==> config.mk <==
export PLATFORM = sky130hd
export DESIGN_NAME = joystick_radial_deadzone_tilt
export DESIGN_NICKNAME = d
export VERILOG_FILES = /design/src/rtl/jrdt_pkg.sv /design/src/rtl/joystick_radial_deadzone_tilt.sv /design/src/rtl/jrdt_cordic.sv /design/src/rtl/jrdt_datapath.sv /design/src/rtl/jrdt_ctrl.sv
export SDC_FILE = /design/constraint.sdc
export NUM_CORES = 2
export LEC_CHECK = 0
export BUFFER_PORTS_ARGS = -buffer_cell sky130_fd_sc_hd__buf_2
export CAP_MARGIN = 20
export CORE_MARGIN = 2
export CORE_UTILIZATION = 60
export DETAILED_ROUTE_END_ITERATION = 10
export PLACE_DENSITY = 0.85
export SYNTH_ARGS = -nofsm -noshare
export SYNTH_HDL_FRONTEND = slang
export SYNTH_SLANG_ARGS = --single-unit
==> constraint.sdc <==
create_clock -name clk -period 11.55 [get_ports clk]
set_input_delay 0.5775 -clock clk [delete_from_list [all_inputs] [get_ports clk]]
set_output_delay 0.5775 -clock clk [all_outputs]
set_load 0.01 [all_outputs]
==> src/rtl/jrdt_pkg.sv <==
// shared types, constants and the cordic arctangent table for the radial dead zone block
// no dependencies
package jrdt_pkg;

  localparam int CORDIC_STEPS_DEF = 16;

  localparam int RAW_W   = 16;
  localparam int LVL_W   = 15;
  localparam int S_W     = 32;
  localparam int RAD_W   = 60;
  localparam int Q_W     = 30;
  localparam int NUM_W   = 46;
  localparam int QUO_W   = 16;
  localparam int STEP_W  = 5;
  localparam int CX_W    = 28;
  localparam int CZ_W    = 26;

  localparam logic [STEP_W-1:0] SQRT_LAST_STEP = 5'd29;
  localparam logic [STEP_W-1:0] DIV_LAST_STEP  = 5'd15;
  localparam logic [LVL_W-1:0]  UNIT_M         = 15'd16384;
  localparam logic signed [RAW_W-1:0] ANGLE_LIM = 16'sd23040;

  localparam logic [1:0] REG_INNER   = 2'd0;
  localparam logic [1:0] REG_OUTER   = 2'd1;
  localparam logic [1:0] REG_TILT_ON = 2'd2;
  localparam logic [1:0] REG_TILT_OFF = 2'd3;

  localparam logic [LVL_W-1:0] INNER_RST    = 15'd4915;
  localparam logic [LVL_W-1:0] OUTER_RST    = 15'd14746;
  localparam logic [LVL_W-1:0] TILT_ON_RST  = 15'd8192;
  localparam logic [LVL_W-1:0] TILT_OFF_RST = 15'd4096;

  typedef enum logic [3:0] {
    OP_NONE,
    OP_LOAD,
    OP_SQ_X,
    OP_SQ_Y,
    OP_SQRT,
    OP_DECIDE,
    OP_DIV,
    OP_TAKE_M,
    OP_MUL_X,
    OP_MUL_Y,
    OP_TAKE_X,
    OP_TAKE_Y,
    OP_OUT
  } dp_op_t;

  typedef enum logic [3:0] {
    ST_IDLE,
    ST_SQ_X,
    ST_SQ_Y,
    ST_SQRT,
    ST_DECIDE,
    ST_MDIV,
    ST_TAKE_M,
    ST_CHECK,
    ST_MUL_X,
    ST_DIV_X,
    ST_TAKE_X,
    ST_MUL_Y,
    ST_DIV_Y,
    ST_TAKE_Y,
    ST_WAIT,
    ST_FINISH
  } ctrl_state_t;

  typedef struct packed {
    dp_op_t            op;
    logic [STEP_W-1:0] step;
  } dp_cmd_t;

  typedef struct packed {
    logic need_mdiv;
    logic m_zero;
    logic cordic_done;
  } dp_stat_t;

  // arctangent of 2^-i in 1/65536 degree
  function automatic logic [CZ_W-1:0] atan_lut(input logic [STEP_W-1:0] i);
    logic [CZ_W-1:0] v;
    unique case (i)
      5'd0:  v = 26'd2949120;
      5'd1:  v = 26'd1740967;
      5'd2:  v = 26'd919879;
      5'd3:  v = 26'd466945;
      5'd4:  v = 26'd234379;
      5'd5:  v = 26'd117304;
      5'd6:  v = 26'd58666;
      5'd7:  v = 26'd29335;
      5'd8:  v = 26'd14668;
      5'd9:  v = 26'd7334;
      5'd10: v = 26'd3667;
      5'd11: v = 26'd1833;
      5'd12: v = 26'd917;
      5'd13: v = 26'd458;
      5'd14: v = 26'd229;
      5'd15: v = 26'd115;
      5'd16: v = 26'd57;
      5'd17: v = 26'd29;
      5'd18: v = 26'd14;
      5'd19: v = 26'd7;
      5'd20: v = 26'd4;
      5'd21: v = 26'd2;
      5'd22: v = 26'd1;
      default: v = 26'd0;
    endcase
    return v;
  endfunction

endpackage

==> src/rtl/joystick_radial_deadzone_tilt.sv <==
// joystick radial dead zone: an accepted sample is squared per axis, then takes a 30-step
// square root, a 16-step remap divide when the magnitude lies between the radii and
// 16-step divides for x and y unless the magnitude is zero; the controller goes back to
// idle before the next acceptance, so the block works on one item at a time.
// a finished result waits in the output register; the next one stalls until it is taken.
// rst_n is synchronous: level and state registers reset, all direction flags release.
module joystick_radial_deadzone_tilt import jrdt_pkg::*; #(
  parameter int CORDIC_STEPS = CORDIC_STEPS_DEF
) (
  input  logic        clk,
  input  logic        rst_n,
  input  logic        in_tvalid,
  output logic        in_tready,
  input  logic [31:0] in_tdata,   // raw_x[15:0], raw_y[31:16]
  output logic        out_tvalid,
  input  logic        out_tready,
  // corrected_x[15:0], corrected_y[31:16], magnitude[46:32], angle[62:47],
  // tilt_pressed[66:63], tilt_just_pressed[70:67], bit 71 always 0
  output logic [71:0] out_tdata,
  input  logic        cfg_valid,
  output logic        cfg_ready,
  input  logic [7:0]  cfg_index,
  input  logic [14:0] cfg_data
);

  logic [LVL_W-1:0] inner_r, outer_r, on_r, off_r;
  dp_cmd_t  cmd;
  dp_stat_t stat;
  logic signed [RAW_W-1:0] cx, cy, ang;
  logic [LVL_W-1:0] mag;
  logic [3:0] pressed, just;

  assign cfg_ready = 1'b1;

  always_ff @(posedge clk) begin
    if (!rst_n) begin
      inner_r <= INNER_RST;
      outer_r <= OUTER_RST;
      on_r    <= TILT_ON_RST;
      off_r   <= TILT_OFF_RST;
    end else if (cfg_valid && cfg_index[7:2] == '0) begin
      unique case (cfg_index[1:0])
        REG_INNER:    inner_r <= cfg_data;
        REG_OUTER:    outer_r <= cfg_data;
        REG_TILT_ON:  on_r    <= cfg_data;
        REG_TILT_OFF: off_r   <= cfg_data;
        default: ;
      endcase
    end
  end

  jrdt_ctrl u_ctrl (
    .clk        (clk),
    .rst_n      (rst_n),
    .in_tvalid  (in_tvalid),
    .in_tready  (in_tready),
    .out_tvalid (out_tvalid),
    .out_tready (out_tready),
    .stat       (stat),
    .cmd        (cmd)
  );

  jrdt_datapath #(.CORDIC_STEPS(CORDIC_STEPS)) u_dp (
    .clk               (clk),
    .rst_n             (rst_n),
    .cmd               (cmd),
    .raw_x             (in_tdata[15:0]),
    .raw_y             (in_tdata[31:16]),
    .inner_dz          (inner_r),
    .outer_dz          (outer_r),
    .tilt_on           (on_r),
    .tilt_off          (off_r),
    .stat              (stat),
    .corrected_x       (cx),
    .corrected_y       (cy),
    .magnitude         (mag),
    .angle             (ang),
    .tilt_pressed      (pressed),
    .tilt_just_pressed (just)
  );

  assign out_tdata = {1'b0, just, pressed, ang, mag, cy, cx};

endmodule

==> src/rtl/jrdt_cordic.sv <==
// iterative cordic vectoring unit, one micro-rotation per cycle
// depends on jrdt_pkg
module jrdt_cordic import jrdt_pkg::*; #(
  parameter int STEPS = CORDIC_STEPS_DEF
) (
  input  logic                    clk,
  input  logic                    rst_n,
  input  logic                    start,
  input  logic signed [RAW_W-1:0] x_in,
  input  logic signed [RAW_W-1:0] y_in,
  output logic                    done,
  output logic signed [RAW_W-1:0] angle
);

  localparam int CW = $clog2(STEPS + 1);

  logic                   busy_r, busy_nxt;
  logic [CW-1:0]          cnt_r, cnt_nxt;
  logic signed [CX_W-1:0] x_r, x_nxt, y_r, y_nxt;
  logic signed [CZ_W-1:0] z_r, z_nxt;
  logic signed [CX_W-1:0] xs, ys, dx, dy;
  logic signed [CZ_W-1:0] zr;

  always_comb begin
    busy_nxt = busy_r;
    cnt_nxt  = cnt_r;
    x_nxt    = x_r;
    y_nxt    = y_r;
    z_nxt    = z_r;
    xs = CX_W'(x_in) <<< 8;
    ys = CX_W'(y_in) <<< 8;
    dx = y_r >>> cnt_r;
    dy = x_r >>> cnt_r;
    if (start) begin
      busy_nxt = 1'b1;
      cnt_nxt  = '0;
      // quadrant pre-rotation for the left half plane
      if (x_in < 0) begin
        if (y_in >= 0) begin
          x_nxt = ys;
          y_nxt = -xs;
          z_nxt = 26'sd5898240;
        end else begin
          x_nxt = -ys;
          y_nxt = xs;
          z_nxt = -26'sd5898240;
        end
      end else begin
        x_nxt = xs;
        y_nxt = ys;
        z_nxt = '0;
      end
    end else if (busy_r) begin
      if (y_r > 0) begin
        x_nxt = x_r + dx;
        y_nxt = y_r - dy;
        z_nxt = z_r + $signed(atan_lut(STEP_W'(cnt_r)));
      end else begin
        x_nxt = x_r - dx;
        y_nxt = y_r + dy;
        z_nxt = z_r - $signed(atan_lut(STEP_W'(cnt_r)));
      end
      cnt_nxt = cnt_r + 1'b1;
      if (cnt_r == CW'(STEPS - 1)) begin
        busy_nxt = 1'b0;
      end
    end
  end

  always_ff @(posedge clk) begin
    if (!rst_n) begin
      busy_r <= 1'b0;
      cnt_r  <= '0;
    end else begin
      busy_r <= busy_nxt;
      cnt_r  <= cnt_nxt;
    end
    x_r <= x_nxt;
    y_r <= y_nxt;
    z_r <= z_nxt;
  end

  always_comb begin
    zr = (z_r + 26'sd256) >>> 9;
    if (zr > CZ_W'(ANGLE_LIM)) begin
      angle = ANGLE_LIM;
    end else if (zr < -CZ_W'(ANGLE_LIM)) begin
      angle = -ANGLE_LIM;
    end else begin
      angle = RAW_W'(zr);
    end
  end

  assign done = !busy_r && !start;

endmodule

==> src/rtl/jrdt_datapath.sv <==
// datapath: shared multiplier, bit-serial square root, long divider, tilt flags, result register
// depends on jrdt_pkg and jrdt_cordic
module jrdt_datapath import jrdt_pkg::*; #(
  parameter int CORDIC_STEPS = CORDIC_STEPS_DEF
) (
  input  logic                    clk,
  input  logic                    rst_n,
  input  dp_cmd_t                 cmd,
  input  logic signed [RAW_W-1:0] raw_x,
  input  logic signed [RAW_W-1:0] raw_y,
  input  logic [LVL_W-1:0]        inner_dz,
  input  logic [LVL_W-1:0]        outer_dz,
  input  logic [LVL_W-1:0]        tilt_on,
  input  logic [LVL_W-1:0]        tilt_off,
  output dp_stat_t                stat,
  output logic signed [RAW_W-1:0] corrected_x,
  output logic signed [RAW_W-1:0] corrected_y,
  output logic [LVL_W-1:0]        magnitude,
  output logic signed [RAW_W-1:0] angle,
  output logic [3:0]              tilt_pressed,
  output logic [3:0]              tilt_just_pressed
);

  logic signed [RAW_W-1:0] x_r, x_nxt, y_r, y_nxt;
  logic [S_W-1:0]          s_r, s_nxt;
  logic [RAD_W-1:0]        n_r, n_nxt, res_r, res_nxt;
  logic [NUM_W-1:0]        num_r, num_nxt;
  logic [Q_W-1:0]          den_r, den_nxt;
  logic [QUO_W-1:0]        quo_r, quo_nxt;
  logic [LVL_W-1:0]        m_r, m_nxt;
  logic signed [RAW_W-1:0] cx_r, cx_nxt, cy_r, cy_nxt;
  logic [3:0]              flags_r, flags_nxt;
  logic signed [RAW_W-1:0] ox_r, ox_nxt, oy_r, oy_nxt, oa_r, oa_nxt;
  logic [LVL_W-1:0]        om_r, om_nxt;
  logic [3:0]              op_r, op_nxt, oj_r, oj_nxt;

  logic [RAW_W-1:0]  abs_x, abs_y, mul_a, mul_b;
  logic [S_W-1:0]    prod;
  logic [S_W-1:0]    s_sum;
  logic [RAD_W-1:0]  bit_v, sq_try;
  logic [NUM_W-1:0]  trial;
  logic [Q_W-1:0]    q;
  logic [Q_W-1:0]    ib, ob;
  logic              unit_c, zero_c, remap_c;
  logic [RAW_W-1:0]  r16, r_cl;
  logic [LVL_W-1:0]  qc;
  logic              cordic_start, cordic_done;
  logic signed [RAW_W-1:0] cordic_angle;
  logic signed [LVL_W+1:0] cx_e, cy_e, on_e, off_e, lvl0, lvl1, lvl2, lvl3;
  logic [3:0]        nf;

  jrdt_cordic #(.STEPS(CORDIC_STEPS)) u_cordic (
    .clk   (clk),
    .rst_n (rst_n),
    .start (cordic_start),
    .x_in  (x_r),
    .y_in  (y_r),
    .done  (cordic_done),
    .angle (cordic_angle)
  );

  assign cordic_start = (cmd.op == OP_SQ_X);

  always_comb begin
    abs_x = x_r[RAW_W-1] ? RAW_W'(-x_r) : RAW_W'(x_r);
    abs_y = y_r[RAW_W-1] ? RAW_W'(-y_r) : RAW_W'(y_r);
    unique case (cmd.op)
      OP_SQ_X: begin
        mul_a = abs_x;
        mul_b = abs_x;
      end
      OP_SQ_Y: begin
        mul_a = abs_y;
        mul_b = abs_y;
      end
      OP_MUL_X: begin
        mul_a = abs_x;
        mul_b = {1'b0, m_r};
      end
      OP_MUL_Y: begin
        mul_a = abs_y;
        mul_b = {1'b0, m_r};
      end
      default: begin
        mul_a = '0;
        mul_b = '0;
      end
    endcase
    prod  = mul_a * mul_b;
    s_sum = s_r + prod;

    bit_v  = RAD_W'(1) << {cmd.step, 1'b0};
    sq_try = res_r + bit_v;
    trial  = NUM_W'(den_r) << cmd.step[3:0];

    // sqrt(s * 2^28) compared against the radii scaled by 2^14
    q       = res_r[Q_W-1:0];
    ib      = {1'b0, inner_dz, 14'd0};
    ob      = {1'b0, outer_dz, 14'd0};
    unit_c  = (q > ob) || ((q == ob) && (n_r != '0));
    zero_c  = (q < ib);
    remap_c = !unit_c && !zero_c && (outer_dz > inner_dz) && (s_r != '0);
    r16     = q[Q_W-1:14];
    r_cl    = (r16 < {1'b0, inner_dz}) ? {1'b0, inner_dz} : r16;
    if (r_cl > {1'b0, outer_dz}) begin
      r_cl = {1'b0, outer_dz};
    end
    qc = (quo_r > {1'b0, m_r}) ? m_r : quo_r[LVL_W-1:0];
  end

  // hysteresis on the corrected components
  always_comb begin
    cx_e  = (LVL_W+2)'(cx_r);
    cy_e  = (LVL_W+2)'(cy_r);
    on_e  = (LVL_W+2)'({1'b0, tilt_on});
    off_e = (LVL_W+2)'({1'b0, tilt_off});
    lvl0  = flags_r[0] ? off_e : on_e;
    lvl1  = flags_r[1] ? off_e : on_e;
    lvl2  = flags_r[2] ? off_e : on_e;
    lvl3  = flags_r[3] ? off_e : on_e;
    nf[0] = cx_e > lvl0;
    nf[1] = cx_e < -lvl1;
    nf[2] = cy_e < -lvl2;
    nf[3] = cy_e > lvl3;
  end

  always_comb begin
    x_nxt = x_r;  y_nxt = y_r;  s_nxt = s_r;
    n_nxt = n_r;  res_nxt = res_r;
    num_nxt = num_r;  den_nxt = den_r;  quo_nxt = quo_r;
    m_nxt = m_r;  cx_nxt = cx_r;  cy_nxt = cy_r;
    flags_nxt = flags_r;
    ox_nxt = ox_r;  oy_nxt = oy_r;  oa_nxt = oa_r;  om_nxt = om_r;
    op_nxt = op_r;  oj_nxt = oj_r;
    unique case (cmd.op)
      OP_LOAD: begin
        x_nxt  = raw_x;
        y_nxt  = raw_y;
        m_nxt  = '0;
        cx_nxt = '0;
        cy_nxt = '0;
      end
      OP_SQ_X: s_nxt = prod;
      OP_SQ_Y: begin
        s_nxt   = s_sum;
        n_nxt   = {s_sum, 28'd0};
        res_nxt = '0;
      end
      OP_SQRT: begin
        if (n_r >= sq_try) begin
          n_nxt   = n_r - sq_try;
          res_nxt = (res_r >> 1) + bit_v;
        end else begin
          res_nxt = res_r >> 1;
        end
      end
      OP_DECIDE: begin
        m_nxt   = (unit_c && (s_r != '0)) ? UNIT_M : '0;
        num_nxt = NUM_W'({LVL_W'(r_cl - {1'b0, inner_dz}), 14'd0});
        den_nxt = Q_W'(outer_dz - inner_dz);
        quo_nxt = '0;
      end
      OP_DIV: begin
        if (num_r >= trial) begin
          num_nxt = num_r - trial;
          quo_nxt = quo_r | (QUO_W'(1) << cmd.step[3:0]);
        end
      end
      OP_TAKE_M: m_nxt = (quo_r > QUO_W'(UNIT_M)) ? UNIT_M : quo_r[LVL_W-1:0];
      OP_MUL_X, OP_MUL_Y: begin
        num_nxt = NUM_W'({prod, 14'd0}) + NUM_W'(q >> 1);
        den_nxt = q;
        quo_nxt = '0;
      end
      OP_TAKE_X: cx_nxt = x_r[RAW_W-1] ? -RAW_W'(qc) : RAW_W'(qc);
      OP_TAKE_Y: cy_nxt = y_r[RAW_W-1] ? -RAW_W'(qc) : RAW_W'(qc);
      OP_OUT: begin
        ox_nxt    = cx_r;
        oy_nxt    = cy_r;
        om_nxt    = m_r;
        oa_nxt    = (m_r == '0) ? '0 : cordic_angle;
        op_nxt    = nf;
        oj_nxt    = nf & ~flags_r;
        flags_nxt = nf;
      end
      default: ;
    endcase
  end

  always_ff @(posedge clk) begin
    if (!rst_n) begin
      flags_r <= '0;
    end else begin
      flags_r <= flags_nxt;
    end
    x_r <= x_nxt;  y_r <= y_nxt;  s_r <= s_nxt;
    n_r <= n_nxt;  res_r <= res_nxt;
    num_r <= num_nxt;  den_r <= den_nxt;  quo_r <= quo_nxt;
    m_r <= m_nxt;  cx_r <= cx_nxt;  cy_r <= cy_nxt;
    ox_r <= ox_nxt;  oy_r <= oy_nxt;  oa_r <= oa_nxt;  om_r <= om_nxt;
    op_r <= op_nxt;  oj_r <= oj_nxt;
  end

  assign stat.need_mdiv   = remap_c;
  assign stat.m_zero      = (m_r == '0);
  assign stat.cordic_done = cordic_done;

  assign corrected_x       = ox_r;
  assign corrected_y       = oy_r;
  assign magnitude         = om_r;
  assign angle             = oa_r;
  assign tilt_pressed      = op_r;
  assign tilt_just_pressed = oj_r;

  a_m_range: assert property (@(posedge clk) disable iff (!rst_n)
    cmd.op == OP_OUT |-> m_r <= UNIT_M)
    else $error("magnitude above unit");
  a_zero_vec: assert property (@(posedge clk) disable iff (!rst_n)
    (cmd.op == OP_OUT && m_r == '0) |-> (cx_r == '0 && cy_r == '0))
    else $error("nonzero vector with zero magnitude");
  a_just_sub: assert property (@(posedge clk) disable iff (!rst_n)
    cmd.op == OP_OUT |=> (oj_r & ~op_r) == 4'd0)
    else $error("just-pressed flag without pressed flag");

endmodule

==> src/rtl/jrdt_ctrl.sv <==
// controller state machine: sequences the datapath and runs the input and result handshakes
// depends on jrdt_pkg
module jrdt_ctrl import jrdt_pkg::*; (
  input  logic     clk,
  input  logic     rst_n,
  input  logic     in_tvalid,
  output logic     in_tready,
  output logic     out_tvalid,
  input  logic     out_tready,
  input  dp_stat_t stat,
  output dp_cmd_t  cmd
);

  ctrl_state_t       state_r, state_nxt;
  logic [STEP_W-1:0] cnt_r, cnt_nxt;
  logic              out_valid_r, out_valid_nxt;
  logic              out_free;

  assign out_free = !out_valid_r || out_tready;

  always_ff @(posedge clk) begin
    if (!rst_n) begin
      state_r     <= ST_IDLE;
      cnt_r       <= '0;
      out_valid_r <= 1'b0;
    end else begin
      state_r     <= state_nxt;
      cnt_r       <= cnt_nxt;
      out_valid_r <= out_valid_nxt;
    end
  end

  always_comb begin
    state_nxt     = state_r;
    cnt_nxt       = cnt_r;
    out_valid_nxt = out_valid_r && !out_tready;
    in_tready     = 1'b0;
    cmd.op        = OP_NONE;
    cmd.step      = cnt_r;
    unique case (state_r)
      ST_IDLE: begin
        in_tready = 1'b1;
        if (in_tvalid) begin
          cmd.op    = OP_LOAD;
          state_nxt = ST_SQ_X;
        end
      end
      ST_SQ_X: begin
        cmd.op    = OP_SQ_X;
        state_nxt = ST_SQ_Y;
      end
      ST_SQ_Y: begin
        cmd.op    = OP_SQ_Y;
        cnt_nxt   = SQRT_LAST_STEP;
        state_nxt = ST_SQRT;
      end
      ST_SQRT: begin
        cmd.op  = OP_SQRT;
        cnt_nxt = cnt_r - 1'b1;
        if (cnt_r == '0) begin
          state_nxt = ST_DECIDE;
        end
      end
      ST_DECIDE: begin
        cmd.op  = OP_DECIDE;
        cnt_nxt = DIV_LAST_STEP;
        state_nxt = stat.need_mdiv ? ST_MDIV : ST_CHECK;
      end
      ST_MDIV: begin
        cmd.op  = OP_DIV;
        cnt_nxt = cnt_r - 1'b1;
        if (cnt_r == '0) begin
          state_nxt = ST_TAKE_M;
        end
      end
      ST_TAKE_M: begin
        cmd.op    = OP_TAKE_M;
        state_nxt = ST_CHECK;
      end
      ST_CHECK: begin
        state_nxt = stat.m_zero ? ST_WAIT : ST_MUL_X;
      end
      ST_MUL_X: begin
        cmd.op    = OP_MUL_X;
        cnt_nxt   = DIV_LAST_STEP;
        state_nxt = ST_DIV_X;
      end
      ST_DIV_X: begin
        cmd.op  = OP_DIV;
        cnt_nxt = cnt_r - 1'b1;
        if (cnt_r == '0) begin
          state_nxt = ST_TAKE_X;
        end
      end
      ST_TAKE_X: begin
        cmd.op    = OP_TAKE_X;
        state_nxt = ST_MUL_Y;
      end
      ST_MUL_Y: begin
        cmd.op    = OP_MUL_Y;
        cnt_nxt   = DIV_LAST_STEP;
        state_nxt = ST_DIV_Y;
      end
      ST_DIV_Y: begin
        cmd.op  = OP_DIV;
        cnt_nxt = cnt_r - 1'b1;
        if (cnt_r == '0) begin
          state_nxt = ST_TAKE_Y;
        end
      end
      ST_TAKE_Y: begin
        cmd.op    = OP_TAKE_Y;
        state_nxt = ST_WAIT;
      end
      ST_WAIT: begin
        if (stat.cordic_done) begin
          state_nxt = ST_FINISH;
        end
      end
      ST_FINISH: begin
        if (out_free) begin
          cmd.op        = OP_OUT;
          out_valid_nxt = 1'b1;
          state_nxt     = ST_IDLE;
        end
      end
      default: state_nxt = ST_IDLE;
    endcase
  end

  assign out_tvalid = out_valid_r;

  a_start: assert property (@(posedge clk) disable iff (!rst_n)
    (in_tvalid && in_tready) |=> state_r == ST_SQ_X)
    else $error("accepted transaction did not start");
  a_sqrt_end: assert property (@(posedge clk) disable iff (!rst_n)
    (state_r == ST_SQRT && cnt_r == '0) |=> state_r == ST_DECIDE)
    else $error("square root did not finish");
  a_hold: assert property (@(posedge clk) disable iff (!rst_n)
    (state_r == ST_FINISH && out_valid_r && !out_tready) |=> state_r == ST_FINISH)
    else $error("result overwrote a pending transaction");

endmodule

-- Word-level counts from Yosys, hierarchy flattened
Memory sizes are Yosys's and may differ from the RTL's. A register that Yosys moved wholly into a read port is not among the register bits.
Cells that the tools add are included.
- add/sub/neg operators: 24
- $mul: 1
- $lt $le $gt $ge: 18
- equality and inequality tests: 41
- shifts and indexed selects: 5
- multiplexer cells: 75
- bitwise operators: 4
- reductions and logical operators: 51
- operators with widths (kind ; count):
    $mux W26 ; 11
    $mux W28 ; 10
    $pmux W60 S2 ; 2
    $pmux W46 S3 ; 1
    $mux W15 ; 9
    $pmux W16 S2 ; 4
    $mux W60 ; 2
    $mux W16 ; 7
    $pmux W32 S2 ; 1
    $pmux W4 S16 ; 1
    $add A59 B60 Y60 ; 1
    $add A60 B60 Y60 ; 1
    $ge A60 B60 Y1 ; 1
    $pmux W30 S2 ; 1
    $reduce_bool A60 Y1 ; 1
    $shl A1 B6 Y60 const A ; 1
    $sub A60 B60 Y60 ; 1
    $add A28 B28 Y28 ; 2
    $neg A24 Y28 ; 2
    $sshr A28 B5 Y28 ; 2
    $sub A28 B28 Y28 ; 2
    $eq A4 B4 Y1 const B ; 13
    $pmux W16 S3 ; 1
    $pmux W4 S12 ; 1
    67 further kinds ; 141
- flip-flop bits (word level): 556
- memory bits (read-only): 1408
- output and inout bits: 75
- memories kept: 2
- memory list (name ; words ; bits a word ; read ports ; clocked after Yosys merged registers in ; write ports ; line ; text):
    (no name shown) ; 32 ; 22 ; 1 ; 1 ; 0 ; jrdt_pkg.sv:82 ; unique case (i)
    (no name shown) ; 32 ; 22 ; 1 ; 1 ; 0 ; jrdt_pkg.sv:82 ;

-- Logic depth before layout (Yosys ltp)
- word-level depth: 10
- depth in mapped cells: 44
- gate-level depth less buffers: 42

-- Cells and area by module
Synthesis repeated with hierarchy kept, for this count alone.
- cells, all modules: 7193
- area, all modules: 63201.9 um2
- modules (own cells, without submodules) (module ; times used ; cells an instance ; area an instance (um2) ; sequential area each (um2)):
    jrdt_datapath ; 1 ; 5092 ; 44951.9 ; 11911.4
    jrdt_cordic ; 1 ; 1763 ; 14954.3 ; 3022.9
    joystick_radial_deadzone_tilt ; 1 ; 230 ; 2396.0 ; 1201.2
    jrdt_ctrl ; 1 ; 108 ; 899.6 ; 200.2

-- Least setup slack after synthesis
Ideal clock, no wire load.
- path type: reg-to-reg
- start: register u_dp.x_r[2]
- end: register u_dp.s_r[31] (data pin)
- library setup time: 0.268 ns
- arrival time: 10.082 ns
- data required time: 11.282 ns
- slack: 1.200 ns
- cell stages (with the launch flop): 38
- clock period less this slack: 10.350 ns
- cells stage by stage: edfxtp_1 -> or3_1 -> or3_1 -> or3_1 -> or3_1 -> or3_1 -> or3_1 -> nand2_1 -> xor2_1 -> o22ai_1 -> clkbuf_1 -> nand2_1 -> fa_1 -> fa_1 -> inv_1 -> fa_1 -> inv_1 -> fa_1 -> [... 2 more ...] -> inv_1 -> ha_1 -> clkbuf_1 -> a211oi_1 -> o21ai_0 -> a21oi_1 -> nor2_1 -> a221oi_1 -> a21oi_1 -> or4_1 -> nand3_1 -> ha_1 -> o21ai_0 -> o31a_1 -> o21a_1 -> o311ai_0 -> nand2_1 -> xnor2_1
- longest elaborated chain between the ends: 6
- ends and longest elaborated chain (what ; line ; text):
    start, declared ; jrdt_datapath.sv:24 ; logic signed [RAW_W-1:0] x_r, x_nxt, y_r, y_nxt;
    start signal, assigned ; jrdt_datapath.sv:196 ; x_r <= x_nxt; y_r <= y_nxt; s_r <= s_nxt;
    $neg A16 Y16 ; jrdt_datapath.sv:65 ; abs_x = x_r[RAW_W-1] ? RAW_W'(-x_r) : RAW_W'(x_r);
    $mux W16 (*) ; jrdt_datapath.sv:65 ;
    $pmux W16 S3 or $pmux W16 S2 (tied branches) ; jrdt_datapath.sv:67 ; unique case (cmd.op)
    $mul A16 B16 Y32 (*) ; jrdt_datapath.sv:89 ; prod = mul_a * mul_b;
    $add A32 B32 Y32 ; jrdt_datapath.sv:90 ; s_sum = s_r + prod;
    $pmux W32 S2 (*) ; jrdt_datapath.sv:135 ; unique case (cmd.op)
    named net u_dp.s_nxt[31] ; jrdt_datapath.sv:25 ; logic [S_W-1:0] s_r, s_nxt;
    end signal, assigned ; jrdt_datapath.sv:196 ;
    end, declared ; jrdt_datapath.sv:25 ;
The timed path passes the listed nets; every way through them passes the cells marked *.
A chain may end at the register's enable or synchronous reset.

-- Final worst setup path
- start: register u_dp.x_r[2]
- end: register u_dp.s_r[30] (data pin)
The elaborated chain is that of the path after synthesis.

==> results.yml <==
detailed_routing:
  wl_per_cell_um: 22.4
  wl_um: 191000
  final_antenna_net_count: 0
  vias: 56000
  first_pass_iters: 8
  first_iter_violations: 6294
  viasPerCell: 6.58
  drc_errors: 0
placed_design:
  place_area_sq_mm: 0.0638
  globalplace.congestion: 1.04
  port_buffers: 132
  dp_hpwl_um: 147000
  dp.cells: 8389
yosys:
  ys_warn_count: 0
  synthesis.instances: 7102
  yosysSeqAreaShare_pct: 26.4
  synthesis.nets: 7939
  ys_ff_latch: 578
  syn_avg_cell_area_sq_um: 8.70
  synth-main-ff-cell: "edfxtp_1"
  ys_types: 97
  netlist_area_sq_mm: 0.0618
  synth_edf_count: 476
  synthArstFlopShare_pct: 0
clock_tree:
  post_cts_buffers: 0
  cts.clk_slew.worst_paths_ns: 0.07
  cts_resized: 0
  cts_hold_buf: 0
  root_buffer: "clkbuf_16"
  clk_path_buf_depth: 3
  worstSkewPairLatency_ns: 0.66
  clock-sinks: 578
  cts_tree: "yes"
  htreeDepth: 3
  numCtsBuffers: 69
sta:
  timing_hold_violations_final: 0
  setup_viol: 0
  worstMarginPinSlew_ns: 1.15
  max_slew_margin_pct: 23.0
  setup_tns_ns: 0
  rsz0062_at_grt: "no"
  max_freq_mhz: 90.6
  fin_worst_skew_ns: 0.0331
  post-route-period-util_pct: 95.6
  slew_viol_final: 0
  fin_crit_ns: 11.04
die:
  start_util_pct: 60.6
  fp.coreArea_sq_mm: 0.102
  dieArea_sq_mm: 0.106
  die_h_um: 325
  die_w_um: 325
  pin_count: 135
  rows: 117
finish:
  drive_gt1_share_pct: 8.38
  finalInstanceArea_sq_mm: 0.0662
  final_cell_mix: "nor2_1 (753), nand2_1 (745), ha_1 (573)"
  syn2layout_area_growth_pct: 7.19
  nNetsFinal: 7930
  layout_commonest_cell: "nor2_1"
  final_util_pct: 65.0
  layout.cells.non_filler: 8515
  diodes: 0
critical_path:
  arrival_ns: 11.43
  start_kind: "flip-flop"
  path_max_fanout: 16
  crit_type: "reg -> reg"
  critPathSlowestCell: "fa_1"
  worst-endpoint-required_ns: 11.94
  critPathMaxStageDelay_ns: 0.55
  worstSetupEndpointType: "flip-flop"
global_route:
  grt_pass1_vias: 53500
  track_usage_pct: 35.3
  antenna_found_initial: 4
  grt_pass1_wl_um: 298000
  grt_start_max_net_pins: 83
  grt_overflow_total: 0
outcome:
  outcome: "complete, no violations"
flow_run:
  maxCapViolCount: 0
hold_path:
  min_path_type: "in -> reg"
[layout make-up]
class	instances	area, sq um
multi-input combinational	5766	42600
tap	1368	1710
clock buffer	86	1950
timing repair buffer	246	1520
fill	8388	35700
clock inverter	39	427
inverter	432	1620
sequential	578	16300
[cells in the mapped netlist, types with 113 or more instances]
| master | count | area (sq um) |
|---|---|---|
| a21o_1 | 177 | 1330 |
| a21oi_1 | 465 | 2330 |
| clkbuf_1 | 263 | 987 |
| edfxtp_1 | 476 | 14300 |
| fa_1 | 203 | 4060 |
| ha_1 | 574 | 7180 |
| inv_1 | 428 | 1610 |
| mux2i_1 | 202 | 2020 |
| nand2_1 | 749 | 2810 |
| nand3_1 | 122 | 611 |
| nor2_1 | 757 | 2840 |
| nor3_1 | 113 | 566 |
| o21ai_0 | 413 | 2070 |
| xnor2_1 | 275 | 2410 |
| xor2_1 | 262 | 2290 |
[stage by stage]
step | hold slack (ns) | worst slack, ns
after floorplan | 0.451 | 1.20
after global placement | 0.509 | 0.535
after detailed placement | 0.504 | 0.376
after CTS | 0.0641 | 0.264
after global routing | 0.0748 | 0.0000702
final | 0.0886 | 0.511
[per-layer routing]
layer | share of wire (%) | wire length (um) | up-vias | track usage [%]
li1 | - | - | 25600 | -
met1 | 39 | 73900 | 26500 | 45.6
met2 | 44 | 84300 | 3145 | 54.7
met3 | 11 | 20500 | 712 | 7.89
met4 | 6.5 | 12400 | 4 | 19.8
met5 | 0.015 | 29 | - | 0
[kinds of logic (layout without fill, tap and decap cells)]
logic type      Yosys count  after routing  share of synthesized area (%)
other cells               2              2                         0.0122
fa+ha+maj               777            777                           18.2
buf+inv                 758            803                           4.75
flops                   578            578                           26.4
simple gates           2325           2325                           17.3
xor+xnor                539            539                           7.68
mux                     353            353                           7.57
compound gates         1770           1770                           18.1
[worst paths after layout]
check	startpoint	to	slack [ns]	cells after the start
setup / recovery	u_dp.x_r[2]	u_dp.s_r[30]	0.51	40
hold / removal	in_tdata[3]	u_dp.x_r[3]	0.09	1
setup reg to reg	u_dp.x_r[2]	u_dp.s_r[30]	0.51	40
hold reg to reg	u_dp.cy_r[2]	u_dp.corrected_y[2]	0.52	0
[registers in the layout (all words and copies together), names as in the netlist, 26 cells and up, named ones only]
signal and cells:
u_dp.u_cordic.y_r 28, u_dp.u_cordic.x_r 28, u_dp.u_cordic.z_r 26, u_dp.s_r 32
u_dp.den_r 30, u_dp.n_r 60, u_dp.res_r 60, u_dp.num_r 46
[critical path: cells and delay by family, from the launching register on]
family          cells  cell delay (ns)
compound gates      8             1.66
xor+xnor            3             0.65
fa+ha+maj           8             3.64
buf+inv             5             0.61
flops               1             0.49
mux                 1             0.28
simple gates       15             3.42
Power is left out: the tool's default activity adds up to more than one toggle a clock period on the data nets, which glitch-free logic cannot reach.
